===== config.mk =====
export PLATFORM = sky130hd
export DESIGN_NAME = signal_phase_frame_parser
export DESIGN_NICKNAME = d
export VERILOG_FILES = /design/src/rtl/spfp_pkg.sv /design/src/rtl/spfp_front.sv /design/src/rtl/spfp_queue.sv /design/src/rtl/spfp_back.sv /design/src/rtl/signal_phase_frame_parser.sv
export SDC_FILE = /design/constraint.sdc
export NUM_CORES = 1
export LEC_CHECK = 0
export ABC_CLOCK_PERIOD_IN_PS = 9200
export BUFFER_PORTS_ARGS = -buffer_cell sky130_fd_sc_hd__buf_2
export CORE_MARGIN = 3
export CORE_UTILIZATION = 50
export CTS_CLUSTER_DIAMETER = 30
export CTS_CLUSTER_SIZE = 14
export DETAILED_ROUTE_END_ITERATION = 8
export PLACE_DENSITY = 0.78
export SLEW_MARGIN = 20
export SYNTH_ARGS = -nofsm -noshare
export SYNTH_HDL_FRONTEND = slang
export SYNTH_SLANG_ARGS = --single-unit
export TNS_END_PERCENT = 20

===== constraint.sdc =====
create_clock -name clk -period 9.2 [get_ports clk]
set_clock_uncertainty 0.05 [all_clocks]
set_input_delay 1.84 -clock clk [delete_from_list [all_inputs] [get_ports clk]]
set_output_delay 1.84 -clock clk [all_outputs]
set_load 0.005 [all_outputs]

===== src/rtl/spfp_pkg.sv =====
// ----------------------------------------------------------------------------
// spfp_pkg
// shared types, constants and helpers of the signal phase frame parser
// ----------------------------------------------------------------------------
package spfp_pkg;

    // frame layout
    localparam int FRAME_BYTES = 71;
    localparam int PHASE_COUNT = 4;
    localparam int PHASE_SLOTS = 4;
    localparam int POS_W       = 7;

    localparam logic [15:0] SYNC_WORD = 16'hFD43;
    localparam logic [7:0]  MARK_A    = 8'hAA;
    localparam logic [7:0]  MARK_B    = 8'hBB;
    localparam int          POS_MARK_A = 4;
    localparam int          POS_MARK_B = 5;
    localparam logic [1:0]  MARKS_OK  = 2'b11;

    localparam int STATE_BASE = 8;
    localparam int STATE_STEP = 4;
    localparam int COUNT_BASE = 28;
    localparam int COUNT_STEP = 8;

    // lamp code remap
    localparam logic [3:0] RAW_LAMP_FOUR    = 4'h4;
    localparam logic [3:0] MAPPED_LAMP_FOUR = 4'h3;

    // frame record queue
    localparam int QUEUE_DEPTH = 2;
    localparam int QPTR_W      = $clog2(QUEUE_DEPTH);
    localparam int QCNT_W      = $clog2(QUEUE_DEPTH + 1);

    typedef logic [3:0] light_t;
    typedef logic [7:0] byte_t;

    typedef struct packed {
        light_t [PHASE_SLOTS-1:0] state;
        byte_t  [PHASE_SLOTS-1:0] count;
    } spfp_rec_t;

    typedef struct packed {
        logic full;
        logic empty;
    } spfp_qstat_t;

    function automatic light_t light_map(input byte_t raw);
        light_t n;
        n = raw[3:0];
        if (n == RAW_LAMP_FOUR)
            return MAPPED_LAMP_FOUR;
        return n;
    endfunction

endpackage


===== src/rtl/spfp_front.sv =====
// ----------------------------------------------------------------------------
// spfp_front
// sync hunt, byte positioning, marker check and phase capture
// ----------------------------------------------------------------------------
module spfp_front
    import spfp_pkg::*;
(
    input  logic      clk,
    input  logic      rst_n,
    input  logic      in_valid,
    output logic      in_ready,
    input  byte_t     data_byte,
    input  logic      q_full,
    output logic      push,
    output spfp_rec_t rec
);

    logic [15:0]      shift_reg, shift_next;
    logic             in_frame_reg, in_frame_next;
    logic [POS_W-1:0] pos_reg, pos_next;
    logic [1:0]       marker_reg, marker_next;

    logic [15:0]      shift_cat;
    logic [POS_W-1:0] pos_inc;
    logic             accept;
    logic             sync_hit;
    logic             store;
    logic             frame_end;

    assign in_ready  = !q_full;
    assign accept    = in_valid && in_ready;
    assign shift_cat = {shift_reg[7:0], data_byte};
    assign sync_hit  = (shift_cat == SYNC_WORD);
    assign pos_inc   = pos_reg + POS_W'(1);
    assign store     = accept && in_frame_reg && !sync_hit;
    assign frame_end = store && (pos_inc == POS_W'(FRAME_BYTES));
    assign push      = frame_end && (marker_reg == MARKS_OK);

    always_comb
    begin
        shift_next    = shift_reg;
        in_frame_next = in_frame_reg;
        pos_next      = pos_reg;
        marker_next   = marker_reg;
        if (accept)
        begin
            shift_next = shift_cat;
            if (!in_frame_reg)
            begin
                if (sync_hit)
                begin
                    in_frame_next = 1'b1;
                    pos_next      = POS_W'(2);
                end
            end
            else if (sync_hit)
            begin
                // repeated sync restarts the frame
                pos_next = POS_W'(2);
            end
            else
            begin
                if (pos_reg == POS_W'(POS_MARK_A))
                    marker_next[0] = (data_byte == MARK_A);
                if (pos_reg == POS_W'(POS_MARK_B))
                    marker_next[1] = (data_byte == MARK_B);
                pos_next = pos_inc;
                if (frame_end)
                begin
                    shift_next    = '0;
                    in_frame_next = 1'b0;
                    pos_next      = '0;
                end
            end
        end
    end

    always_ff @(posedge clk or negedge rst_n)
    begin
        if (!rst_n)
        begin
            shift_reg    <= '0;
            in_frame_reg <= 1'b0;
            pos_reg      <= '0;
            marker_reg   <= '0;
        end
        else
        begin
            shift_reg    <= shift_next;
            in_frame_reg <= in_frame_next;
            pos_reg      <= pos_next;
            marker_reg   <= marker_next;
        end
    end

    // per-phase capture lanes
    for (genvar g = 0; g < PHASE_SLOTS; g++)
    begin : g_lane
        if (g < PHASE_COUNT)
        begin : g_used
            localparam logic [POS_W-1:0] ST_POS = POS_W'(STATE_BASE + STATE_STEP * g);
            localparam logic [POS_W-1:0] CT_POS = POS_W'(COUNT_BASE + COUNT_STEP * g);
            light_t st_reg;
            byte_t  ct_reg;
            always_ff @(posedge clk)
            begin
                if (store && pos_reg == ST_POS)
                    st_reg <= light_map(data_byte);
                if (store && pos_reg == CT_POS)
                    ct_reg <= data_byte;
            end
            assign rec.state[g] = st_reg;
            assign rec.count[g] = ct_reg;
        end
        else
        begin : g_unused
            assign rec.state[g] = '0;
            assign rec.count[g] = '0;
        end
    end

    assert property (@(posedge clk) disable iff (!rst_n)
        !in_frame_reg |-> pos_reg == '0)
        else $error("position not cleared while hunting");

    assert property (@(posedge clk) disable iff (!rst_n)
        in_frame_reg |-> (pos_reg >= POS_W'(2) && pos_reg < POS_W'(FRAME_BYTES)))
        else $error("frame position out of range");

endmodule


===== src/rtl/spfp_queue.sv =====
// ----------------------------------------------------------------------------
// spfp_queue
// short queue of completed frame records between front and back
// ----------------------------------------------------------------------------
module spfp_queue
    import spfp_pkg::*;
(
    input  logic        clk,
    input  logic        rst_n,
    input  logic        push,
    input  spfp_rec_t   rec_in,
    input  logic        pop,
    output spfp_qstat_t stat,
    output spfp_rec_t   head
);

    spfp_rec_t         mem_reg [QUEUE_DEPTH];
    logic [QPTR_W-1:0] wr_ptr_reg, wr_ptr_next;
    logic [QPTR_W-1:0] rd_ptr_reg, rd_ptr_next;
    logic [QCNT_W-1:0] cnt_reg, cnt_next;

    assign stat.full  = (cnt_reg == QCNT_W'(QUEUE_DEPTH));
    assign stat.empty = (cnt_reg == '0);
    assign head       = mem_reg[rd_ptr_reg];

    always_comb
    begin
        wr_ptr_next = push ? wr_ptr_reg + QPTR_W'(1) : wr_ptr_reg;
        rd_ptr_next = pop  ? rd_ptr_reg + QPTR_W'(1) : rd_ptr_reg;
        cnt_next    = cnt_reg;
        if (push && !pop)
            cnt_next = cnt_reg + QCNT_W'(1);
        else if (pop && !push)
            cnt_next = cnt_reg - QCNT_W'(1);
    end

    always_ff @(posedge clk)
    begin
        if (push)
            mem_reg[wr_ptr_reg] <= rec_in;
    end

    always_ff @(posedge clk or negedge rst_n)
    begin
        if (!rst_n)
        begin
            wr_ptr_reg <= '0;
            rd_ptr_reg <= '0;
            cnt_reg    <= '0;
        end
        else
        begin
            wr_ptr_reg <= wr_ptr_next;
            rd_ptr_reg <= rd_ptr_next;
            cnt_reg    <= cnt_next;
        end
    end

    assert property (@(posedge clk) disable iff (!rst_n)
        push |-> !stat.full)
        else $error("push into full record queue");

    assert property (@(posedge clk) disable iff (!rst_n)
        pop |-> !stat.empty)
        else $error("pop from empty record queue");

endmodule


===== src/rtl/spfp_back.sv =====
// ----------------------------------------------------------------------------
// spfp_back
// walks the phases of a queued frame record into the output register
// ----------------------------------------------------------------------------
module spfp_back
    import spfp_pkg::*;
(
    input  logic        clk,
    input  logic        rst_n,
    input  spfp_qstat_t stat,
    input  spfp_rec_t   head,
    output logic        pop,
    output logic        out_valid,
    input  logic        out_ready,
    output logic [1:0]  phase_index,
    output light_t      light_state,
    output byte_t       time_left,
    output logic        last_phase
);

    localparam logic [1:0] LAST_PHASE = 2'(PHASE_COUNT - 1);

    logic       out_valid_reg, out_valid_next;
    logic [1:0] phase_reg, phase_next;
    logic [1:0] idx_reg;
    light_t     light_reg;
    byte_t      time_reg;
    logic       last_reg;
    logic       load;

    assign load = !stat.empty && (!out_valid_reg || out_ready);
    assign pop  = load && (phase_reg == LAST_PHASE);

    always_comb
    begin
        out_valid_next = out_valid_reg;
        phase_next     = phase_reg;
        if (load)
        begin
            out_valid_next = 1'b1;
            phase_next     = (phase_reg == LAST_PHASE) ? 2'd0 : phase_reg + 2'd1;
        end
        else if (out_ready)
        begin
            out_valid_next = 1'b0;
        end
    end

    always_ff @(posedge clk or negedge rst_n)
    begin
        if (!rst_n)
        begin
            out_valid_reg <= 1'b0;
            phase_reg     <= '0;
        end
        else
        begin
            out_valid_reg <= out_valid_next;
            phase_reg     <= phase_next;
        end
    end

    always_ff @(posedge clk)
    begin
        if (load)
        begin
            idx_reg   <= phase_reg;
            light_reg <= head.state[phase_reg];
            time_reg  <= head.count[phase_reg];
            last_reg  <= (phase_reg == LAST_PHASE);
        end
    end

    assign out_valid   = out_valid_reg;
    assign phase_index = idx_reg;
    assign light_state = light_reg;
    assign time_left   = time_reg;
    assign last_phase  = last_reg;

endmodule


===== src/rtl/signal_phase_frame_parser.sv =====
// ----------------------------------------------------------------------------
// signal_phase_frame_parser
// traffic-signal controller frame parser, four phase results per good frame
// ----------------------------------------------------------------------------
// One byte item is taken per cycle. The front end hunts for the sync word
// 0xFD43, counts the frame to 71 bytes, checks the 0xAA/0xBB markers and
// captures each phase's lamp nibble and countdown byte as it streams past.
// A frame that passes the check is copied as one record into a two-entry
// queue; the back end turns each record into four result items, one per
// cycle unless stalled, through a registered output stage. Input ready
// drops only while that queue is full, i.e. when the output side has been
// stalled for longer than about one frame; otherwise the input runs at one
// item per cycle. Results pass the queue, then the output register. Failed
// frames give no results. No clearing pass is needed after reset.
// ----------------------------------------------------------------------------
module signal_phase_frame_parser
    import spfp_pkg::*;
(
    input  logic       clk,
    input  logic       rst_n,
    // byte input channel
    input  logic       in_valid,
    output logic       in_ready,
    input  logic [7:0] data_byte,
    // phase result channel
    output logic       out_valid,
    input  logic       out_ready,
    output logic [1:0] phase_index,
    output logic [3:0] light_state,
    output logic [7:0] time_left,
    output logic       last_phase
);

    spfp_qstat_t q_stat;
    spfp_rec_t   front_rec;
    spfp_rec_t   q_head;
    logic        q_push;
    logic        q_pop;

    // sync hunt, position counting, marker check, capture
    spfp_front u_front (
        .clk       (clk),
        .rst_n     (rst_n),
        .in_valid  (in_valid),
        .in_ready  (in_ready),
        .data_byte (data_byte),
        .q_full    (q_stat.full),
        .push      (q_push),
        .rec       (front_rec)
    );

    // decouples the byte stream from result backpressure
    spfp_queue u_queue (
        .clk    (clk),
        .rst_n  (rst_n),
        .push   (q_push),
        .rec_in (front_rec),
        .pop    (q_pop),
        .stat   (q_stat),
        .head   (q_head)
    );

    // one phase result per cycle from the head record while out_ready is high
    spfp_back u_back (
        .clk         (clk),
        .rst_n       (rst_n),
        .stat        (q_stat),
        .head        (q_head),
        .pop         (q_pop),
        .out_valid   (out_valid),
        .out_ready   (out_ready),
        .phase_index (phase_index),
        .light_state (light_state),
        .time_left   (time_left),
        .last_phase  (last_phase)
    );

endmodule

==> results of run 1 <==
[layout make-up]
| class | instances | share of cell area [%] |
|---|---|---|
| Clock buffer | 20 | 5.49 |
| Clock inverter | 12 | 1.78 |
| Inverter | 8 | 0.378 |
| Multi-Input combinational cell | 164 | 19.4 |
| Sequential cell | 184 | 67.9 |
| Tap cell | 176 | 2.77 |
| Timing Repair Buffer | 33 | 2.24 |
[cells in the final DEF (no fill, tap or decap), types with 2 or more instances in the layout]
cell type	netlist	routed
buf_2	5	28
xnor2_1	3	3
nand3_1	5	5
and4_1	2	2
clkinv_4	0	4
nor4bb_1	2	2
and2_1	3	2
inv_6	0	4
dfrtp_1	25	25
nand4_1	4	4
nand2_1	31	31
clkbuf_16	0	17
xor2_1	4	4
ha_1	6	6
o21ai_1	13	13
mux2_1	2	2
inv_1	8	8
buf_4	1	5
nor4b_2	2	3
mux2_2	14	14
nor2_1	13	13
bufinv_16	0	2
nor3_1	4	4
o211ai_1	2	2
clkbuf_1	6	3
nor4_2	1	2
mux4_2	24	24
a21o_1	2	2
nor4_1	3	2
edfxtp_1	159	159
[worst min path at each step]
stage                                                             from                               end  depth (start not counted)
after floorplan           u_front.g_lane[0].g_used.ct_reg[0]$_DFFE_PP_   u_queue.mem_reg[0][0]$_DFFE_PP_                          0
after global placement    u_front.g_lane[3].g_used.st_reg[0]$_DFFE_PP_  u_queue.mem_reg[0][44]$_DFFE_PP_                          0
after detailed placement  u_front.g_lane[3].g_used.st_reg[1]$_DFFE_PP_  u_queue.mem_reg[1][45]$_DFFE_PP_                          0
after CTS                 u_front.g_lane[0].g_used.st_reg[3]$_DFFE_PP_  u_queue.mem_reg[1][35]$_DFFE_PP_                          0
after global routing      u_front.g_lane[0].g_used.st_reg[3]$_DFFE_PP_  u_queue.mem_reg[1][35]$_DFFE_PP_                          0
final                     u_front.g_lane[0].g_used.st_reg[3]$_DFFE_PP_  u_queue.mem_reg[1][35]$_DFFE_PP_                          0
[metal layers]
| layer | up-vias | routed length (µm) |
|---|---|---|
| li1 | 1536 | - |
| met1 | 1701 | 5170 |
| met2 | 82 | 5550 |
| met3 | 13 | 773 |
| met4 | 0 | 166 |
| met5 | - | 0 |
[critical path: stages]
cell and delay (ns):
buf_2 0.23, and4bb_1 0.24, nand4_1 0.15, nand3_1 0.13, or2_1 0.27, nor4b_2 0.85
[synthesized netlist by cell type, drive strengths merged, types with 2 or more instances]
library cell	count
mux2	16
nand2b	2
xnor2	3
and2	3
nor4b	3
nor3	5
edfxtp	159
buf	9
a21oi	2
o211ai	3
ha	6
nor2	14
xor2	4
nand2	31
inv	8
o21ai	14
clkbuf	6
and4	2
dfrtp	25
nand4	5
nand3	5
mux4	24
nor4bb	2
nor4	4
a21o	2
[report_power, final]
part | switching, µW | internal (µW) | leakage, µW
Combinational | 12.2 | 5.00 | 0.000635
Sequential | 1.52 | 901 | 0.00176
Clock | 302 | 404 | 0.000278
Total | 316 | 1310 | 0.00267
[cell families (layout without fill, tap and decap cells)]
logic type	Yosys count	in the layout	share of synthesized area, %
compound gates	29	29	2.64
xor+xnor	7	7	0.873
fa+ha+maj	6	6	1.07
buf+inv	23	73	1.48
flops	184	184	76.9
mux	40	40	10.3
simple gates	82	82	6.84
[stage by stage]
step           total power, µW  cell area [µm²]
4_1_cts                   1640             7950
2_1_floorplan              927             7030
3_5_place_dp               938             7370
5_1_grt                   1680             7950
6_report                  1630             7950
3_3_place_gp               937             7370
==> metrics.md, run 1 <==
| Metric | Value |
|---|---|
| Die Width | 125 µm |
| Status | finished, final reports clean |
| CTS-repair resized insts | 0 |
| Yosys reg bits | 184 |
| CTS max path bufs | 2 |
| Max FFs per register | 96 |
| Synth warnings | 0 |
| Total GRT Usage | 15.9% |
| Syn_nets | 389 |
| Share of flip-flops with an asynchronous set or reset | 13.6% |
| Synth top area share | 67.9% |
| DRC viols | 0 |
| Crit path kind | primary input to flop |
| Max_cap viols | 0 |
| Post-synth top area cell | edfxtp_1 |
| Worst-margin pin slew | 1.03 ns |
| Post-layout nets | 426 |
| CTS H-tree lvls | 4 |
| Final Cycle Share | 40.5% |
| Final wirelength | 11,700 µm |
| DP Wirelength | 7560 µm |
| Fillers | 988 |
| Sequential cell area | 5400 µm² |
| Synth unique cells | 51 |
| RSZ-0062 raised after global routing | false |
| R2r startpoint | u_front.pos_reg[0]$_DFFE_PN0P_ |
| I/O Buffers | 28 |
| Final Worst Setup Slack | 5.48 ns |
| CP Data Arrival Time | 3.72 ns |
| Via Count | 3,332 |
| 1st-pass router iterations | 7 |
| Worst-path clk slew | 0.07 ns |
| Iter 0 DRT Violations | 260 |
| Vias in the first global route | 3,390 |
| Post-route insts no fill | 597 |
| Worst r2r dst | u_queue.mem_reg[1][7]$_DFFE_PP_ |
| Initial Utilization | 52.0% |
| Placed cells | 565 |
| Area of the multi-input gates | 1540 µm² |
| Routed wire per std cell | 19.5 µm |
| Syn_area_per_cell | 18.9 µm² |
| Pre-CTS setup slack | 4.80 ns |
| Static leakage | 0.00267 µW |
| Final TNS setup | 0 ns |
| Rel. slew slack | 31.4% |
| N_diodes | 0 |
| Max Freq | 269 MHz |
| Shortest period the worst path allows | 3.72 ns |
| Reg-to-reg setup timing slack | 6.49 ns |
| Sinks on Clock Net | 184 |
| Hold WS | 0.390 ns |
| Met3 usage in global routing | 4.72% |
| First-pass GRT wire length | 18,600 µm |
| Hold Vio Cnt, Final | 0 |
| Final ANT Viol Nets | 0 |
| IO Pins | 29 |
| Core area | 13,500 µm² |
| Ys flop type | edfxtp_1 |
| Skew-Pair Late Insertion Delay | 0.43 ns |
| Die Ht | 125 µm |
| Largest net degree at the start of global routing | 49 |
| Top post-synthesis cells by area | edfxtp_1, dfrtp_1, mux4_2 |
| Routability cong. | 0.851 |
| Root Driver | clkbuf_16 |
| Seq/Total Area, Yosys | 76.9% |
| EDFF count, synth | 159 |
| CTS tree | built |
| Syn Inst Count | 371 |
| Worst R2R Path Depth | 6 |
| Max-slew violations | 0 |
| Busiest grt layer | met2 |
| CTS Hold Bufs | 0 |
| Crit Path Max Fanout | 14 |
| Startpoint types | primary input |
| Via density per instance | 5.58 |
| Postcts setup bufs | 0 |
| Utilization after layout | 58.8% |
| Num CTS Buffers | 17 |
| M2 GR Usage | 23.8% |
| Hold Path Class | flop to flop |
| Met1 Resource Use GR | 21.8% |
| Layout cells sized above 1 | 26.8% |
| Syn-to-layout area delta | 13.1% |
| Crit end category | flop |
| Final Setup Violations | 0 |
| Initial antenna violation count | 0 |
| Syn Std Cell Area | 7030 µm² |
| Pwr dens | 205 nW/µm² |
| Critical Path Start | data_byte[3] |
| Peak supply drop | 0.133 mV |
| Die Area | 15,500 µm² |
| WP data required | 9.20 ns |
| Num rows | 42 |
| Congestion Overflow GR | 0 |
| Worst Setup EP | u_front.g_lane[2].g_used.ct_reg[2]$_DFFE_PP_ |
(Power assumes the default switching activity.)
==> run 2: changes to the inputs <==
ABC_CLOCK_PERIOD_IN_PS = 3700   (was 9200)
clock period = 3.7 ns   (was 9.2 ns; I/O delays follow)
==> metrics.md, run 2 (same netlist as run 1, synthesis figures left out) <==
| Metric | Value |
|---|---|
| Status | finished, final reports clean |
| Routed wire per std cell | 20.0 µm |
| CTS-repair resized insts | 0 |
| Most common library cell in the layout ignoring fill and taps | edfxtp_1 |
| Fillers | 946 |
| Sinks on Clock Net | 184 |
| Shortest period the worst path allows | 2.69 ns |
| Worst r2r dst | u_queue.mem_reg[0][18]$_DFFE_PP_ |
| I/O Buffers | 28 |
| Hold Path Class | primary input to async pin |
| Initial Utilization | 52.0% |
| CTS max path bufs | 2 |
| Commonest cells after routing, fill and taps aside | edfxtp_1, nand2_1, buf_2 |
| WP data required | 3.70 ns |
| RSZ-0062 raised after global routing | false |
| Worst R2R Path Depth | 6 |
| Via Count | 3,359 |
| Num rows | 42 |
| Die Width | 125 µm |
| Max-slew violations | 0 |
| Max Freq | 372 MHz |
| Worst path slowest cell | buf_4 |
| CP Data Arrival Time | 2.69 ns |
| DRC viols | 0 |
| N_diodes | 0 |
| Layout cells sized above 1 | 27.4% |
| Die Ht | 125 µm |
| CTS tree | built |
| Hold Vio Cnt, Final | 0 |
| Worst-path clk slew | 0.06 ns |
| 1st-pass router iterations | 4 |
| Routability cong. | 0.844 |
| Crit Path Max Fanout | 48 |
| Skew-Pair Late Insertion Delay | 0.42 ns |
| Pwr dens | 506 nW/µm² |
| Iter 0 DRT Violations | 217 |
| DP Wirelength | 7700 µm |
| Crit-path cells | ha_1 -> nand3_1 -> nor3_1 -> o211ai_2 -> nor4_4 -> buf_4 |
| Crit end category | flop |
| Utilization after layout | 59.2% |
| CTS H-tree lvls | 4 |
| Rel. slew slack | 40.7% |
| First-pass GRT wire length | 19,700 µm |
| Max FFs per register | 96 |
| Num CTS Buffers | 17 |
| Final ANT Viol Nets | 0 |
| Congestion Overflow GR | 0 |
| Reg-to-reg setup timing slack | 1.01 ns |
| Root Driver | clkbuf_16 |
| CTS Hold Bufs | 0 |
| Postcts setup bufs | 0 |
| Final Cycle Share | 72.7% |
| Final Setup Violations | 0 |
| Vias in the first global route | 3,584 |
| Initial antenna violation count | 0 |
| IO Pins | 29 |
| Sequential cell area | 5400 µm² |
| Post-layout nets | 429 |
| Via density per instance | 5.61 |
| Crit path kind | flop to flop |
| Max_cap viols | 0 |
| Total GRT Usage | 16.9% |
| Static leakage | 0.00269 µW |
| Die Area | 15,500 µm² |
| Final TNS setup | 0 ns |
| Startpoint types | flop |
| Peak supply drop | 0.328 mV |
| Largest net degree at the start of global routing | 49 |
| Core area | 13,500 µm² |
| R2r startpoint | u_front.pos_reg[0]$_DFFE_PN0P_ |
| Area of the multi-input gates | 1550 µm² |
| Crit-path max cell delay | 0.57 ns |
| Hold WS | 0.274 ns |
| Worst-margin pin slew | 0.887 ns |
| Final wirelength | 12,000 µm |
| Syn-to-layout area delta | 13.8% |
[run 2: cell count changes in the layout (fill, tap and decap cells not counted), moves of 2 or more]
cell	before	now
buf_4	5	7
clkbuf_1	3	0
clkinv_1	1	3
clkinv_2	0	3
clkinv_4	4	2
inv_6	4	1
[run 2: critical path: cells and delay by family, from the launching register on]
family,cells,cell delay (ns)
adder cells (fa/ha/maj),1,0.29
buffers and inverters,1,0.57
AND/OR/NAND/NOR,3,0.68
flip-flops,1,0.45
AO/OA/AOI/OAI,1,0.23
[run 2: worst max-delay path by stage]
stage                                              start  slack [ns]                               end
after floorplan                             data_byte[2]        0.28   u_queue.mem_reg[0][0]$_DFFE_PP_
after detailed placement                    data_byte[3]        0.79  u_queue.mem_reg[0][18]$_DFFE_PP_
after global placement                      data_byte[3]        0.87  u_queue.mem_reg[0][18]$_DFFE_PP_
after CTS                 u_front.pos_reg[0]$_DFFE_PN0P_        1.01  u_queue.mem_reg[0][18]$_DFFE_PP_
after global routing      u_front.pos_reg[0]$_DFFE_PN0P_        0.74  u_queue.mem_reg[0][13]$_DFFE_PP_
final                     u_front.pos_reg[0]$_DFFE_PN0P_        1.01  u_queue.mem_reg[0][18]$_DFFE_PP_
[run 2: per-layer routing]
metal / vias up / GRT usage [%] / share of wire [%]
met4: 0 / 5.67 / 1.5
met1: 1718 / 22.1 / 42
met5: - / 0 / 0
li1: 1540 / - / -
met3: 16 / 4.97 / 4.5
met2: 85 / 27.3 / 52
[run 2: power breakdown]
part	total (µW)	internal (µW)	leakage [µW]	switching, µW
clock	1760	1050	0.000281	706
combinational	43.4	12.4	0.000653	31.0
sequential	2250	2240	0.00176	4.93
[run 2: metrics by stage]
step,total power [µW],std cells,setup WS (ns),cell area (µm²)
finish,4050,599,1.01,8000
global route,4180,599,0.744,8000
CTS,4080,599,1.01,8000
detailed placement,2330,568,0.786,7410
global placement,2330,568,0.868,7410
floorplan,2300,371,0.284,7040
[run 2: layout make-up]
class	instances	area share (%)
Timing Repair Buffer	36	2.66
Sequential cell	184	67.5
Clock inverter	14	1.97
Inverter	8	0.376
Multi-Input combinational cell	164	19.4
Clock buffer	17	5.32
Tap cell	176	2.75
==> run 3: changes to the inputs <==
ABC_CLOCK_PERIOD_IN_PS = 2400   (was 3700)
PLACE_DENSITY = 0.8   (was 0.78)
clock period = 2.4 ns   (was 3.7 ns; I/O delays follow)
==> metrics.md, run 3 (same netlist as run 1, synthesis figures left out) <==
| Metric | Value |
|---|---|
| Total GRT Usage | 17.3% |
| Vias in the first global route | 3,710 |
| Status | finished, final reports clean |
| Final Cycle Share | 94.2% |
| Final Worst Setup Slack | 0.140 ns |
| Pwr dens | 773 nW/µm² |
| Net Switching | 1160 µW |
| Via Count | 3,470 |
| Num rows | 42 |
| Most common library cell in the layout ignoring fill and taps | edfxtp_1 |
| Core area | 13,500 µm² |
| Hold Vio Cnt, Final | 0 |
| CTS H-tree lvls | 4 |
| Final Setup Violations | 0 |
| Clock network power share | 44.4% |
| Crit end category | flop |
| Sinks on Clock Net | 184 |
| CTS Hold Bufs | 0 |
| Via density per instance | 5.55 |
| IO Pins | 29 |
| Fillers | 937 |
| Crit Path Max Fanout | 24 |
| Skew-Pair Late Insertion Delay | 0.42 ns |
| CP Data Arrival Time | 2.32 ns |
| Post-layout nets | 454 |
| Max FFs per register | 96 |
| CTS tree | built |
| Hold Path Class | primary input to async pin |
| Switching part of the total | 18.3% |
| Largest net degree at the start of global routing | 49 |
| Layout cells sized above 1 | 32.3% |
| Max_cap viols | 0 |
| Crit path kind | flop to flop |
| Startpoint types | flop |
| Root Driver | clkbuf_16 |
| Total power | 6370 µW |
| Top sig layer | met4 |
| Shortest period the worst path allows | 2.26 ns |
| Pre-CTS setup slack | 0.00160 ns |
| Num CTS Buffers | 17 |
| Max Freq | 442 MHz |
| Internal power | 5210 µW |
| 1st-pass router iterations | 4 |
| Final wirelength | 12,500 µm |
| Worst r2r dst | u_queue.mem_reg[1][6]$_DFFE_PP_ |
| R2r startpoint | u_front.pos_reg[0]$_DFFE_PN0P_ |
| Initial antenna violation count | 0 |
| DP Wirelength | 7910 µm |
| Worst-path clk slew | 0.06 ns |
| Worst Setup EP | u_queue.mem_reg[1][6]$_DFFE_PP_ |
| RSZ-0062 raised after global routing | false |
| Rel. slew slack | 51.1% |
| Syn-to-layout area delta | 17.4% |
| N_diodes | 0 |
| Die Area | 15,500 µm² |
| Met1 wire length | 5090 µm |
| Congestion Overflow GR | 0 |
| Area of the multi-input gates | 1560 µm² |
| Commonest cells after routing, fill and taps aside | edfxtp_1, nand2_1, buf_4 |
| Met3 WL | 616 µm |
| Die Width | 125 µm |
| Worst-margin pin slew | 0.728 ns |
| Combinational share of power | 1.3% |
| WP data required | 2.46 ns |
| Critical Path Start | u_front.pos_reg[0]$_DFFE_PN0P_ |
| CTS max path bufs | 2 |
| Initial Utilization | 52.0% |
| Sequential Power Share | 54.3% |
| Worst R2R Path Depth | 7 |
| Sequential cell area | 5400 µm² |
| DRC viols | 0 |
| Reg-to-reg setup timing slack | 0.14 ns |
| Final ANT Viol Nets | 0 |
| First-pass GRT wire length | 20,300 µm |
| Max-slew violations | 0 |
| Die Ht | 125 µm |
| Static leakage | 0.00283 µW |
| I/O Buffers | 28 |
| Routability cong. | 0.852 |
| Iter 0 DRT Violations | 320 |
| Routed wire per std cell | 20.0 µm |
| Peak supply drop | 0.515 mV |
| Wire length on met2 | 6530 µm |
[run 3: worst min-delay path by stage]
stage | start | endpoint | slack (ns) | cells after the start
CTS | rst_n | u_front.pos_reg[5]$_DFFE_PN0P_ | 0.02 | 1
detailed placement | u_front.g_lane[3].g_used.ct_reg[4]$_DFFE_PP_ | u_queue.mem_reg[1][28]$_DFFE_PP_ | 0.38 | 0
global route | rst_n | u_front.pos_reg[0]$_DFFE_PN0P_ | 0.04 | 1
finish | rst_n | u_front.pos_reg[0]$_DFFE_PN0P_ | 0.009 | 1
floorplan | rst_n | u_back.out_valid$_DFFE_PN0P_ | 0.13 | 0
global placement | u_front.g_lane[1].g_used.ct_reg[6]$_DFFE_PP_ | u_queue.mem_reg[1][14]$_DFFE_PP_ | 0.37 | 0
[run 3: critical path, stage by stage (launching register included)]
cell	delay, ns
dfrtp_2	0.46
ha_4	0.19
xnor2_1	0.13
nor3b_2	0.23
nand4_4	0.14
nor3_4	0.23
and2_2	0.29
buf_12	0.21
[run 3: area by class of cell]
class	count	area share, %
tap	176	2.67
inverter	8	0.364
clock inverter	15	2.23
sequential	184	65.5
clock buffer	17	5.16
multi-input combinational	164	18.9
timing repair buffer	61	5.16
[run 3: per-stage QoR]
| stage | TNS (ns) | hold WS, ns | util, % | area, µm² | instances |
|---|---|---|---|---|---|
| 2_1_floorplan | -70.29 | 0.134 | - | 7060 | 371 |
| 3_3_place_gp | 0 | 0.372 | 56.6 | 7640 | 593 |
| 3_5_place_dp | 0 | 0.381 | 56.6 | 7640 | 593 |
| 4_1_cts | 0 | 0.0224 | 61.1 | 8250 | 625 |
| 5_1_grt | 0 | 0.0389 | 61.1 | 8250 | 625 |
| 6_report | 0 | 0.00934 | 61.1 | 8250 | 625 |
[run 3: power groups by stage]
stage	Combinational, µW	Clock [µW]	Sequential, µW
after floorplan	26.1	0	3530
after global placement	79.1	0	3530
after detailed placement	83.4	0	3530
after CTS	84.4	2880	3460
after global routing	93.1	3020	3460
final	82.7	2830	3460
[run 3: metal layers]
metal / vias to the layer above / GRT usage [%]
li1: 1589 / -
met1: 1751 / 21.7
met4: 0 / 7.16
met3: 26 / 3.90
met5: - / 0
met2: 104 / 29.1
[run 3: repair_timing]
| item | 4_1_cts | 5_1_grt |
|---|---|---|
| gates resized for setup | 0 | 1 |
| endpoints found under the setup margin | 0 | 93 |
| buffers inserted | 0 | 0 |
